==> src/hw/rtl/multi_frame_temporal_smoother_defines.svh <==
// ----------------------------------------------------------------------------
// multi_frame_temporal_smoother_defines
// Assertion macros shared by the smoother RTL.
// ----------------------------------------------------------------------------
`ifndef MULTI_FRAME_TEMPORAL_SMOOTHER_DEFINES_SVH
`define MULTI_FRAME_TEMPORAL_SMOOTHER_DEFINES_SVH

`ifndef NO_ASSERTIONS
// check prop on every edge outside reset
`define MFTS_ASSERT(name, prop) \
	name: assert property (@(posedge clk) disable iff (!arst_n) (prop)) \
		else $error("mfts assertion failed");
// check that cond never holds outside reset
`define MFTS_ASSERT_NEVER(name, cond) \
	name: assert property (@(posedge clk) disable iff (!arst_n) !(cond)) \
		else $error("mfts forbidden condition");
`else
`define MFTS_ASSERT(name, prop)
`define MFTS_ASSERT_NEVER(name, cond)
`endif

`endif

==> src/hw/rtl/mfts_pkg.sv <==
// ----------------------------------------------------------------------------
// mfts_pkg
// Types, register indexes and fixed-point helpers of the temporal smoother.
// ----------------------------------------------------------------------------
package mfts_pkg;

	localparam int SAMPLE_W = 16;
	localparam int CFG_W    = 16;

	localparam logic [1:0] REG_ALPHA  = 2'd0;
	localparam logic [1:0] REG_ENABLE = 2'd1;
	localparam logic [1:0] REG_GAIN   = 2'd2;

	localparam logic [15:0] ALPHA_RST = 16'd9830;
	localparam logic [15:0] GAIN_RST  = 16'd16384;
	localparam logic [15:0] ALPHA_ONE = 16'd32768;

	// 0.8^(k+1) in Q15
	localparam logic [14:0] DECAY_Q15 [8] = '{
		15'd26214, 15'd20972, 15'd16777, 15'd13422,
		15'd10737, 15'd8590,  15'd6872,  15'd5498
	};

	typedef enum logic [2:0] {
		ST_IDLE,
		ST_READ,
		ST_MUL,
		ST_ACC,
		ST_GAIN,
		ST_EMIT
	} state_t;

	typedef struct packed {
		logic load;
		logic mul;
		logic acc;
		logic gain;
		logic emit;
	} cmd_t;

	typedef struct packed {
		logic smooth_go;
		logic more;
		logic out_free;
	} status_t;

	// w = (min(alpha, 1.0) * decay[idx] + 0.5) in Q15
	function automatic logic [15:0] blend_weight(input logic [15:0] alpha,
		input logic [2:0] idx);
		logic [15:0] a;
		logic [31:0] p;
		a = (alpha > ALPHA_ONE) ? ALPHA_ONE : alpha;
		p = 32'(a) * 32'(DECAY_Q15[idx]) + 32'd16384;
		return p[30:15];
	endfunction

endpackage

==> src/hw/rtl/mfts_ctrl.sv <==
// ----------------------------------------------------------------------------
// mfts_ctrl
// Sequencer: accept a word, step the blend over stored frames, apply gain,
// hand the result to the output register.
// ----------------------------------------------------------------------------
module mfts_ctrl import mfts_pkg::*; (
	input  logic    clk,
	input  logic    arst_n,
	input  logic    in_valid,
	output logic    in_stall,
	input  status_t status,
	output cmd_t    cmd
);

	state_t state_q;
	state_t state_d;

	always_ff @(posedge clk or negedge arst_n) begin
		if (!arst_n) begin
			state_q <= ST_IDLE;
		end else begin
			state_q <= state_d;
		end
	end

	always_comb begin
		state_d  = state_q;
		cmd      = '0;
		in_stall = 1'b1;
		unique case (state_q)
			ST_IDLE: begin
				in_stall = 1'b0;
				if (in_valid) begin
					cmd.load = 1'b1;
					state_d  = status.smooth_go ? ST_READ : ST_GAIN;
				end
			end
			ST_READ: begin
				state_d = ST_MUL;
			end
			ST_MUL: begin
				cmd.mul = 1'b1;
				state_d = ST_ACC;
			end
			ST_ACC: begin
				cmd.acc = 1'b1;
				state_d = status.more ? ST_MUL : ST_GAIN;
			end
			ST_GAIN: begin
				cmd.gain = 1'b1;
				state_d  = ST_EMIT;
			end
			ST_EMIT: begin
				if (status.out_free) begin
					cmd.emit = 1'b1;
					state_d  = ST_IDLE;
				end
			end
			default: begin
				state_d = ST_IDLE;
			end
		endcase
	end

endmodule

==> config.mk <==
export PLATFORM = sky130hd
export DESIGN_NAME = mfts_ctrl
export DESIGN_NICKNAME = d
export VERILOG_FILES = /design/src/hw/rtl/multi_frame_temporal_smoother_defines.svh /design/src/hw/rtl/mfts_pkg.sv /design/src/hw/rtl/mfts_ctrl.sv
export SDC_FILE = /design/constraint.sdc
export NUM_CORES = 1
export LEC_CHECK = 0
export ABC_AREA = 1
export BUFFER_PORTS_ARGS = -buffer_cell sky130_fd_sc_hd__buf_2
export CAP_MARGIN = 25
export CELL_PAD_IN_SITES_DETAIL_PLACEMENT = 0
export CELL_PAD_IN_SITES_GLOBAL_PLACEMENT = 1
export CORE_AREA = 2 2 39 41
export CTS_BUF_LIST = sky130_fd_sc_hd__clkbuf_2
export CTS_CLUSTER_SIZE = 12
export DETAILED_ROUTE_END_ITERATION = 10
export DIE_AREA = 0 0 41 43
export PLACE_DENSITY = 0.52
export SYNTH_ARGS = -nofsm -noshare
export SYNTH_HDL_FRONTEND = slang
export SYNTH_SLANG_ARGS = --single-unit
export TNS_END_PERCENT = 100
==> constraint.sdc <==
create_clock -name clk -period 1.47 [get_ports clk]
set_clock_uncertainty 0.2 [all_clocks]
set_input_delay 0.0735 -clock clk [delete_from_list [all_inputs] [get_ports clk]]
set_output_delay 0.0735 -clock clk [all_outputs]
set_load 0.05 [all_outputs]
; Yosys cells after proc, flatten, opt, wreduce, memory -nomap -nowiden
; Cells that the tools add are included.
[word_totals]
ff_bits = 3
inputBits = 6
out_inout_bits = 6
word_cells = 23
[classes]
eq_ne = 7
muxes = 13
n_reduce_logical = 2
[op_table]
columns = operator, n
row1 = $pmux W3 S6, 1
row2 = $mux W3, 4
row3 = $mux W1, 8
row4 = $eq A3 B2 Y1 const B, 2
row5 = $eq A3 B3 Y1 const B, 2
row6 = $ne A2 B2 Y1 const B, 2
row7 = $eq A3 B1 Y1 const B, 1
row8 = $logic_not A3 Y1, 1
row9 = $reduce_and A2 Y1, 1

; Logic depth before layout (Yosys ltp)
; Gate-level depths: netlist (run 1).
[logic_depth]
depth_word = 3
ltp_mapped = 7
depth_no_buf = 7

; Least setup slack after synthesis (run 1)
; Ideal clock, no wire load.
[synth_timing]
path_type = register -> output
start = register state_q[1]
end = output cmd[4] in the netlist's numbering
arrival_ns = 1.688
required_ns = 1.197
setup_slack_ns = -0.492
path_stages_with_launch = 4
path_buffers = 0
path_cell_list = dfrtp_1 > nor2_2 > nand2_1 > nor2_1
[synth_lines]
columns = item, line_no
row1 = from (decl), mfts_ctrl.sv:15  ; state_t state_q;
row2 = from (signal assigned), mfts_ctrl.sv:22  ; state_q <= state_d;
row3 = to (decl), mfts_ctrl.sv:12  ; output cmd_t cmd

==> results of run 1 <==
[logic make-up after synthesis]
logic type / after synthesis / synth area share (%)
AO/OA/AOI/OAI: 1 / 2.42
buffers and inverters: 6 / 10.9
flip-flops: 3 / 36.4
AND/OR/NAND/NOR: 24 / 50.3
[through the flow]
stage | setup WS [ns] | TNS (ns)
3_5_place_dp | 0.126 | 0
2_1_floorplan | -0.293 | -0.293
5_1_grt | -0.0236 | -0.0621
4_1_cts | 0.0173 | 0
6_report | 0.0781 | 0
3_3_place_gp | 0.0975 | 0
[worst max-delay path, delay by kind of cell (launching register included)]
| family | cells | cell delay (ns) |
|---|---|---|
| buf+inv | 2 | 0.32 |
| simple gates | 1 | 0.15 |
| flops | 1 | 0.44 |
[per-layer routing]
| metal | GRT usage, % | up-vias | share of wire [%] |
|---|---|---|---|
| met4 | 12.0 | 0 | 4.0 |
| met5 | 0 | - | 0 |
| met2 | 11.9 | 9 | 52 |
| li1 | - | 152 | - |
| met1 | 8.39 | 134 | 39 |
| met3 | 4.71 | 2 | 4.1 |
[area by class of cell]
| class | count | area, µm² |
|---|---|---|
| timing repair buffer | 21 | 175 |
| clock buffer | 4 | 20.0 |
| inverter | 6 | 25.0 |
| sequential | 3 | 77.6 |
| multi-input combinational | 25 | 144 |
| fill | 159 | 922 |
| tap | 16 | 20.0 |
[layout by cell type (no fill, tap or decap)]
master,count
sky130_fd_sc_hd__inv_1,5
sky130_fd_sc_hd__nor3_1,1
sky130_fd_sc_hd__buf_4,5
sky130_fd_sc_hd__dlygate4sd3_1,4
sky130_fd_sc_hd__o21ai_0,1
sky130_fd_sc_hd__dfrtp_2,2
sky130_fd_sc_hd__nor2_2,3
sky130_fd_sc_hd__inv_4,1
sky130_fd_sc_hd__clkbuf_2,4
sky130_fd_sc_hd__nor2_1,1
sky130_fd_sc_hd__nand2_1,12
sky130_fd_sc_hd__dfrtp_1,1
sky130_fd_sc_hd__buf_6,6
sky130_fd_sc_hd__nand2_2,2
sky130_fd_sc_hd__nor2_4,1
sky130_fd_sc_hd__nand3_1,2
sky130_fd_sc_hd__nor3_4,2
sky130_fd_sc_hd__buf_2,6
[what timing repair did]
| action | CTS | global route |
|---|---|---|
| gates resized for setup | 8 | 12 |
| buffers inserted | 0 | 5 |
| setup endpoints to repair | 2 | 6 |
| hold buffers | 4 | 0 |
| hold endpoints to repair | 6 | 0 |
| pin swaps | 0 | 1 |
[how the worst max path moves through the flow]
stage / cells past startpoint / slack, ns / end / startpoint
finish: 3 / 0.08 / cmd[1] / state_q[0]$_DFFE_PN0P_
global route: 4 / -0.02 / cmd[4] / state_q[0]$_DFFE_PN0P_
CTS: 4 / 0.02 / cmd[4] / state_q[0]$_DFFE_PN0P_
detailed placement: 4 / 0.13 / cmd[4] / state_q[0]$_DFFE_PN0P_
global placement: 4 / 0.1 / cmd[4] / state_q[0]$_DFFE_PN0P_
floorplan: 3 / -0.29 / cmd[4] / state_q[1]$_DFFE_PN0P_
[where the power goes]
part,total [mW],switching [mW],internal [mW],leakage (nW)
clock network,0.114,0.0427,0.0717,0.0166
registers,0.188,0.0604,0.128,0.0347
logic,0.752,0.454,0.298,0.198
==> flow_results.org, run 1 <==
** Hold path
- Hold Path End :: state_q[0]$_DFFE_PN0P_
- The min-delay analysis places its worst path in the category input port to flop.
- The startpoint identified for the worst hold timing path is status[2].
- The worst hold path passes through 5 cells.

** Logic synthesis
- In this run the cell area of the synthesized design comes to 206 µm².
- Sequential cell area fraction in the yosys report :: around 36%
- Yosys mapped the design onto 9 distinct sky130hd cell types.
- Share of flip-flops with an asynchronous set or reset after synthesis :: 100%
- A synthesized cell averages 6.07 µm².
- Yosys mapped a number of flops with a built-in enable equal to 0.
- Among all flip-flop cells after synthesis, the most frequent one is sky130_fd_sc_hd__dfrtp_1.
- Yosys instantiated no cell more often than sky130_fd_sc_hd__nand2_1.
- For this run, the number of Yosys warnings is 0.
- Biggest area contributors in the synthesized netlist :: sky130_fd_sc_hd__dfrtp_1, sky130_fd_sc_hd__nand2_1, sky130_fd_sc_hd__inv_1, sky130_fd_sc_hd__nor3_1, sky130_fd_sc_hd__nor2_2
- Counting every net in the synthesized netlist gives 40.
- After synthesis the netlist holds a flip-flop and latch count of 3.
- In this run the biggest area consumer among cell types represents a little over a third of the synthesized area.
- Synthesized netlist cell count :: 34
- The synthesized design spends more area on one cell type than any other, namely sky130_fd_sc_hd__dfrtp_1.
- Sorting the synthesized cells by how often they occur yields sky130_fd_sc_hd__nand2_1, sky130_fd_sc_hd__inv_1, sky130_fd_sc_hd__dfrtp_1, sky130_fd_sc_hd__nor2_1, sky130_fd_sc_hd__nor3_1.

** Routing
- Total length of routed wires :: roughly 600 µm
- After detailed routing, the average wire length per cell comes to 8.04 µm.
- Detailed-route DRC error count :: 0
- Detailed-route vias per instance :: 3.96
- The first TritonRoute pass finished after 2 iterations.
- Number of antenna-violating nets in the routed design :: 0
- Detailed routing inserted a total of approximately 300 vias.
- The first routing iteration left 2 violations.

** Placed design
- Port buffering added 11 buffers.
- Detailed placement HPWL :: 412 µm
- In this run the cell area measured after placement is 302 µm².
- Placed Cells :: 62
- GP Congestion :: 0.681

** Critical path
- Slowest stage delay, CP :: 0.44 ns
- WS Path Type :: flop to primary output
- The worst register-to-register path begins at state_q[0]$_DFFE_PN0P_.
- Crit path required time :: between 1 and 1.5 ns
- In this run the critical register-to-register path is captured at state_q[0]$_DFFE_PN0P_.
- Minimum setup slack among reg-to-reg paths :: roughly 0.18 ns
- STA classifies the critical path endpoint as a primary output.
- Along the worst path, the maximum fanout reaches 5.
- Slowest cell on the critical path :: sky130_fd_sc_hd__dfrtp_2
- Startpoint type of the worst setup path :: flop
- Critical Path AT :: 1.12 ns
- Walking the worst path, the cells encountered are buf_4 > nor3_4 > buf_6.
- The worst register-to-register path has a depth of 8.

** Global route
- Antenna violations before repair :: 0
- Largest net degree at the start of global routing :: 7
- Vias in the first global route :: around 250
- The first global-routing pass estimated roughly 970 µm of wire.
- Overall Global Routing Usage :: between 9 and 10%
- Remaining Overflow, GRT :: 0

** Clock network
- Total clock buffers created by CTS :: 3
- Clock latency on the worst-skew pair, taken at its later pin, is roughly 0.2 ns.
- Clock tree buffer depth :: 2
- Root Buffer :: sky130_fd_sc_hd__clkbuf_2
- Total clock sinks :: 3
- CTS built an H-tree with a depth of 1.
- Clock tree from TritonCTS :: yes
- After clock tree synthesis, the clock-pin slew on the worst setup and hold paths is 0.04 ns.

** Power and ir drop
- For this design the ratio of total power to cell area is roughly 2300 mW/mm².
- Across the VDD grid, the largest voltage drop is 0.497 mV.
- For this design the static power due to leakage is roughly 0.25 nW.
- Overall power consumption after layout is estimated at approximately 1.1 mW.

** STA
- Setup repair after global routing could not meet its margin everywhere.
- Final-report max-slew violation count :: 0
- In the finished design, the share of the clock period the worst path needs comes to between 90 and 100%.
- Hold WS :: about 0.018 ns
- For the pin with the worst max-slew slack, the measured transition is roughly 0.25 ns.
- The smallest clock period supported by the final layout is computed as roughly 1.4 ns.
- Worst slew slack as a fraction of its limit :: a little over four fifths
- Setup Viol. Count Final :: 0
- Based on the critical path, the design can be clocked at up to between 0.7 and 0.8 GHz.
- The number of failing hold endpoints at the final stage was 0.

** Floorplan
- The die covers ~0.0018 mm².
- In this run the core area contains 14 standard-cell rows.
- The floorplan step set the die height to ~43 µm.
- The core region is 0.00138 mm².
- Initial standard-cell utilization of the core :: between 10% and 20%
- The floorplan step set the die width to 41 µm.
- IO Pins :: 12

** Finish
- Biggest register :: state_q
- Share of the core filled with cells in the final layout :: 33.4%
- The largest registers in the layout are state_q: 3 flops.
- Summing all non-filler instances in the final layout gives an area of approximately 460 µm².
- Post-layout instance count excluding filler cells :: between 70 and 80
- Final nets :: 66
- The register with the most flip-flops in the layout has 3 of them.
- Diode count :: 0
- Of the cells placed in the final design, the portion with a size suffix greater than 1 is ~54%.
- Layout area overhead :: 124%

** Job
- Max-cap violations in this run came to 0.

** Run status
- The run finished with clean final reports.
Power figures use the tool's default switching activity.
==> inputs of run 2 (changes only) <==
Settings changed: ABC_AREA 1 to 0, PLACE_DENSITY 0.52 to 0.55.
==> run 2 against run 1 <==
Compared with the run above:
- the run now ends with setup timing left
- count of clock-buffer cells in the layout unchanged
- die area is the same
- critical path depth unchanged
- first-iteration DRC count is 100% lower
- fmax shrank 9.7%
- synthesized cell count fell by 18%
- worst setup slack got worse by 0.15 ns
- area after synthesis is 34% higher
- global-route usage rose by 0.50 points
- wire length up 12%
- register-to-register slack worse by 0.12 ns
- sequential power decreased by 6%
==> flow_results.org, run 2 <==
** Power and ir drop
- Power spread over the standard cell area amounts to between 2000 and 3000 mW/mm².
- The completed layout was analyzed and its total power is approximately 1.2 mW.
- The worst-case IR drop observed on VDD is 0.901 mV.
- Static Leakage :: roughly 0.23 nW

** Clock network
- Worst-skew pair later-pin latency :: 0.20 ns
- Root Buffer :: sky130_fd_sc_hd__clkbuf_2
- Total clock sinks :: 3
- In this run the deepest clock path goes through 2 buffers.
- Clk slew on worst S/H paths :: 0.04 ns
- TritonCTS built the clock tree.
- Deepest level of the CTS H-tree :: 1
- Total clock buffers created by CTS :: 3

** Logic synthesis
- Count of synthesis-stage warnings from yosys :: 0
- Synth top area share :: approximately 27%
- Syn Nets :: 34
- Of all flip-flops after synthesis, the portion carrying an async set or reset was 100%.
- Mapped Avg Cell Area :: 9.88 µm²
- Yosys instantiated no cell more often than sky130_fd_sc_hd__dfrtp_1.
- After synthesis, flip-flops and latches occupy 27.1% of the total area.
- The cell count after synthesis came out at 28.
- In the synthesized netlist, the cells that appear most often are sky130_fd_sc_hd__dfrtp_1, sky130_fd_sc_hd__and3b_1, sky130_fd_sc_hd__nor2_2, sky130_fd_sc_hd__nor3_1.
- Primary flip-flop cell chosen by synthesis mapping :: sky130_fd_sc_hd__dfrtp_1
- Netlist cell types :: 23
- Counting flops and latches in the post-synthesis netlist gives 3.
- Cell taking the most area after synthesis :: sky130_fd_sc_hd__dfrtp_1
- In the post-synthesis netlist, the biggest area contributors are sky130_fd_sc_hd__dfrtp_1, sky130_fd_sc_hd__nor4bb_4, sky130_fd_sc_hd__and3b_1, sky130_fd_sc_hd__a221oi_2, sky130_fd_sc_hd__nor2_2.
- Count of flip-flops with a built-in enable after synthesis :: 0
- The mapped netlist covers 277 µm².

** Floorplan
- The floorplan step set the die width to 41 µm.
- Overall die height :: approximately 43 µm
- After floorplanning, the core was sized to cover ~0.0014 mm².
- IO Pins :: 12
- The floorplan step defined a die boundary enclosing between 0.0015 and 0.002 mm².
- Initial standard-cell utilization of the core :: between 10% and 20%
- In this run the core area contains 14 standard-cell rows.

** STA
- Unrepaired setup endpoints after global routing :: true
- The number of failing hold endpoints at the final stage was 0.
- Slew at the pin closest to its max-slew limit :: between 0.2 and 0.3 ns
- In the final timing run, aggregate negative setup slack is -0.0979 ns.
- Headroom to the max-slew limit came out at approximately four fifths.
- Based on the critical path, the design can be clocked at up to ~0.65 GHz.
- Final WS setup :: -0.0713 ns
- The final critical path takes up 105% of the cycle.
- Subtracting the final worst setup slack from the clock period gives between 1.5 and 2 ns.
- Setup Viol. Count Final :: 2
- Final-report max-slew violation count :: 0

** Finish
- More flip-flops sit in one register than any other, and that register is state_q.
- In the layout the commonest cells are sky130_fd_sc_hd__buf_2, sky130_fd_sc_hd__buf_6, sky130_fd_sc_hd__clkbuf_2, sky130_fd_sc_hd__buf_4, sky130_fd_sc_hd__dlygate4sd3_1.
- FILL cells :: 151
- Flip-flop count of the largest register after layout :: 3
- Non-Filler Cell Area, Final :: between 400 and 500 µm²
- In the final layout, the multi-input gates occupy approximately 190 µm².
- Largest registers :: state_q: 3 flops
- Share of post-route cells with drive strength above 1 :: roughly 64%
- Diode count :: 0
- Layout area overhead :: 80.5%
- Across the whole layout, storage elements account for around 76 µm².
- Final nets :: 57

** Critical path
- The cell family contributing the most delay on the critical path is simple AND/OR/NAND/NOR gates.
- Highest fanout seen on the critical path :: 5
- Category of the worst setup path capture point :: primary output
- Startpoint type of the worst setup path :: flop
- Sequence of cells on the critical path :: or3_4 > nor2_4 > buf_8
- On the critical path, the stage with the largest delay is an instance of sky130_fd_sc_hd__dfrtp_2.
- Across all register-to-register paths, the minimum setup slack is around 0.060 ns.
- Slowest stage delay, CP :: between 0.4 and 0.5 ns
- The number of buffers and inverters on the critical path is 1.
- Data on the critical path arrives at its endpoint at 1.27 ns.
- The worst setup path is of the flop to primary output kind.
- Crit path required time :: 1.20 ns

** Global route
- Wire length of the first global-routing pass :: around 1100 µm
- Overall Global Routing Usage :: approximately a tenth
- Remaining Overflow, GRT :: 0
- Antenna violations before repair :: 0
- The via count of the first global-routing pass is 267.
- Entering global routing, the biggest net connects 10 pins.

** Placed design
- The congestion estimate from routability-driven global placement came to 0.683.
- The HPWL after detailed placement is just over 500 µm.
- The count of buffers added on input and output ports is 11.
- In this run the cell area measured after placement is around 380 µm².

** Routing
- For this run, the detailed router's first-pass iteration total came to 1.
- After the first detailed-routing iteration, the DRC count stood at 0.
- In the routed design, unresolved DRC markers number 0.
- The routed layout has between 200 and 300 vias.
- After detailed routing, the number of vias per cell comes to around 4.2.
- Number of antenna-violating nets in the routed design :: 0
- Dividing the detail-routed wire length by the instance count gives ~10 µm.
- Total length of routed wires :: just under 700 µm

** Run status
- Violations in the final reports :: setup timing
- Run status :: complete, but fails checks

** Hold path
- Worst min-delay path category :: input port to flop

** Job
- Max-cap violation count :: 0
==> run 2: final timing paths <==
kind,end,start,cells past startpoint
setup reg to reg,state_q[2]$_DFFE_PN0P_,state_q[1]$_DFFE_PN0P_,5
hold / removal,state_q[0]$_DFFE_PN0P_,status[2],3
max in group asynchronous,state_q[2]$_DFFE_PN0P_,arst_n,3
hold reg to reg,state_q[0]$_DFFE_PN0P_,state_q[1]$_DFFE_PN0P_,2
setup / recovery,cmd[4],state_q[2]$_DFFE_PN0P_,3
min in group asynchronous,state_q[0]$_DFFE_PN0P_,arst_n,3
==> run 2: what timing repair did <==
action                                  4_1_cts  5_1_grt
hold buffers                                  3        0
buffers inserted                              0        2
endpoints found under the hold margin         4        0
gates resized for setup                      12        6
endpoints found under the setup margin        6        6
pin swaps                                     0        1
==> run 2: worst register-to-register path: stages (launching register included) <==
cell	delay [ns]
sky130_fd_sc_hd__dfrtp_1	0.40
sky130_fd_sc_hd__buf_4	0.16
sky130_fd_sc_hd__nor4bb_4	0.16
sky130_fd_sc_hd__a21oi_2	0.14
sky130_fd_sc_hd__nor2_1	0.06
sky130_fd_sc_hd__o21a_1	0.17
==> run 2: cell families after synthesis <==
kind of cell	after synthesis	synth area share, %
flip-flops	3	27.1
AO/OA/AOI/OAI	6	19.0
AND/OR/NAND/NOR	15	43.9
buffers and inverters	4	9.95
==> run 2: report_power, final <==
part / leakage (nW) / internal (mW) / total, mW / switching, mW
clock network: 0.0166 / 0.0718 / 0.115 / 0.0434
registers: 0.0352 / 0.128 / 0.176 / 0.0481
logic: 0.179 / 0.453 / 0.957 / 0.505
total: 0.231 / 0.653 / 1.25 / 0.596
==> run 2: metrics by stage <==
step                cells  setup slack, ns  utilization [%]  hold WS (ns)
floorplan              28          -0.0923                -        -0.422
global placement       57           0.0746             27.1        -0.328
detailed placement     57           0.0627             27.1        -0.327
CTS                    64          -0.0868             33.5        0.0499
global route           66           -0.132             36.1        0.0497
finish                 66          -0.0713             36.1        0.0600
==> run 2: final cells by class <==
| class | instances | area share, % |
|---|---|---|
| multi-input cells | 21 | 38.3 |
| clock buffers | 4 | 4.01 |
| inverters | 1 | 0.752 |
| repair buffers | 21 | 37.6 |
| well taps | 16 | 4.01 |
| flip-flops and latches | 3 | 15.3 |
==> run 2: metal layers <==
| layer | up-vias | part of all wire (%) | track usage, % |
|---|---|---|---|
| met4 | 0 | 0 | 6.00 |
| met3 | 0 | 7.9 | 6.28 |
| li1 | 144 | - | - |
| met1 | 125 | 42 | 10.3 |
| met5 | - | 0 | 0 |
| met2 | 9 | 50 | 13.4 |
==> inputs of run 3 (changes only) <==
Settings changed: ABC_AREA 0 to unset, HOLD_SLACK_MARGIN set to 0.15.
==> run 3 against run 2 <==
Compared with the run above:
- non-clock buffer count is 3 higher
- first-iteration DRC count stayed put
- global-route usage stayed put
- largest cell class is now buffers
- sequential power hardly changed
- cell count is 4.5% higher
- sequential share of layout area is 0.87 points lower
- total power is 0.59% higher
- the run still ends with setup timing left
- highest routed layer unchanged
- clock power hardly changed
- count of clock-buffer cells in the layout stayed put
- wire length is 2.1% higher
- final area is 6.0% higher
==> flow_results.org, run 3 (synthesis gave the netlist of run 2 again) <==
** Global route
- Global routing usage on met2 :: 13.4%
- Met1 Track Usage GR :: about 10%
- Wire length of the first global-routing pass :: 1080 µm
- Remaining Overflow, GRT :: 0
- The number of antenna violations at the first check in global routing was 0.
- In the global route stage, met3 resource usage came out at 6.28%.
- Largest net degree at the start of global routing :: 10
- After global routing, the most crowded layer is met2.
- The via count of the first global-routing pass is ~270.
- Across every metal layer, demand over resource in global routing totals approximately a tenth.

** Critical path
- Crit path required time :: about 1.2 ns
- Critical Path AT :: around 1.3 ns
- WS Path Type :: flop to primary output
- STA classifies the critical path startpoint as a flop.
- STA classifies the critical path endpoint as a primary output.
- Highest fanout seen on the critical path :: 5

** Routing
- Total length of routed wires :: a little under 700 µm
- Number of antenna-violating nets in the routed design :: 0
- Detailed-route vias per instance :: between 4 and 5
- In the routed design, unresolved DRC markers number 0.
- Pre-Repair DR Iteration Count :: 1
- Total number of vias :: 290
- Initial detailed-routing violation count :: 0
- Dividing the detail-routed wire length by the instance count gives 9.97 µm.

** STA
- The number of failing hold endpoints at the final stage was 0.
- At the pin with the least slew margin, the transition time is roughly 0.29 ns.
- Time the final worst path needs with I/O delays and setup :: around 1.5 ns
- Setup repair after global routing could not meet its margin everywhere.
- Worst slew slack as a fraction of its limit :: between 80 and 90%
- Setup Viol. Count Final :: 2
- Fin crit share :: 105%
- Timing would allow up to 0.648 GHz.
- The final max-slew violation count came to 0.
- Setup slack on the critical path of the routed design comes to -0.0729 ns.
- Hold WS :: between 0.4 and 0.5 ns

** Power and ir drop
- Worst-case vdd ir drop :: 0.901 mV
- Overall power :: between 1 and 1.5 mW
- PwrDens :: ~2400 mW/mm²
- In this run the static leakage power is 0.243 nW.

** Floorplan
- Area of the core region :: 0.00138 mm²
- Row generation in the floorplan step produced 14 rows.
- Initial standard-cell utilization of the core :: between 10% and 20%
- Overall die height :: 43 µm
- Die boundary width :: 41 µm
- Die footprint :: between 0.0015 and 0.002 mm²
- IO Pins :: 12

** Clock network
- After clock tree synthesis, the clock-pin slew on the worst setup and hold paths is ~0.040 ns.
- The clock net in this run drives a total of 3 sinks.
- Clock tree buffer depth :: 2
- CTS built an H-tree with a depth of 1.
- Root Buffer :: sky130_fd_sc_hd__clkbuf_2
- TritonCTS built the clock tree.
- Buffers inserted during clock tree synthesis total 3.
- The clock reaches the later pin of the worst-skew pair after 0.21 ns.

** Finish
- Final nets :: 60
- The largest registers in the layout are state_q: 3 flops.
- Diode count :: 0
- After routing the design area is 529 µm².
- More flip-flops sit in one register than any other, and that register is state_q.
- The post-route netlist has 60.4% of its cells at a drive strength greater than 1.
- Layout area overhead :: 91.4%
- Flip-flop count of the largest register after layout :: 3
- Highest-count cells in the layout ignoring fill and taps :: sky130_fd_sc_hd__dlygate4sd3_1, sky130_fd_sc_hd__buf_2, sky130_fd_sc_hd__buf_6

** Placed design
- GP Congestion :: a little under 0.7
- Port bufs :: 11
- Detailed placement HPWL :: slightly above 500 µm
- After detailed placement, the total cell area comes to approximately 380 µm².

** Job
- The tool flagged a number of max-cap violations equal to 0.

** Run status
- The run finished, with violations left.
- Violations in the final reports :: setup timing

** Hold path
- The min-delay analysis places its worst path in the category flop to flop.
run 3: cell type report:
type | count | area [µm²]
repair buffers | 24 | 218
well taps | 16 | 20.0
clock buffers | 4 | 20.0
inverters | 1 | 3.75
flip-flops and latches | 3 | 76.3
multi-input cells | 21 | 191
fillers | 148 | 855
run 3: repair_timing:
action,4_1_cts,5_1_grt
gates resized for setup,12,6
setup endpoints to repair,6,6
endpoints found under the hold margin,6,0
pin swaps,0,1
setup buffers,0,2
hold buffers,6,0
run 3: where the power goes:
part / total (mW) / internal, mW / leakage [nW] / switching (mW)
clock: 0.117 / 0.0718 / 0.0166 / 0.0448
combinational: 0.963 / 0.458 / 0.192 / 0.506
sequential: 0.176 / 0.128 / 0.0352 / 0.0481
total: 1.26 / 0.658 / 0.243 / 0.598
run 3: per-layer routing:
metal,share of wire [%],up-vias,wire length [µm]
li1,-,150,-
met1,41,131,285
met2,51,9,352
met3,7.3,0,50
met4,0,0,0
met5,0,-,0
run 3: final timing paths:
kind                                        startpoint                      to  slack, ns  depth (start not counted)
worst max-delay path            state_q[2]$_DFFE_PN0P_                  cmd[4]      -0.07                          3
worst min-delay path            state_q[1]$_DFFE_PN0P_  state_q[0]$_DFFE_PN0P_       0.42                          2
worst max register to register  state_q[1]$_DFFE_PN0P_  state_q[2]$_DFFE_PN0P_       0.06                          5
worst min register to register  state_q[1]$_DFFE_PN0P_  state_q[0]$_DFFE_PN0P_       0.42                          2
max in group asynchronous                       arst_n  state_q[2]$_DFFE_PN0P_       0.38                          3
min in group asynchronous                       arst_n  state_q[0]$_DFFE_PN0P_       0.53                          3
run 3: critical path, stage by stage (launching register included):
cell and delay, ns:
sky130_fd_sc_hd__dfrtp_2 0.44, sky130_fd_sc_hd__or3_4 0.36, sky130_fd_sc_hd__nor2_4 0.12, sky130_fd_sc_hd__buf_8 0.15
run 3: metrics by stage:
step | utilization (%) | setup slack [ns] | std cells | TNS, ns
final | 38.2 | -0.0729 | 69 | -0.101
after global routing | 38.2 | -0.132 | 69 | -0.298
after CTS | 35.6 | -0.0868 | 67 | -0.131
after detailed placement | 27.1 | 0.0627 | 57 | 0
after global placement | 27.1 | 0.0746 | 57 | 0
after floorplan | - | -0.0923 | 28 | -0.155
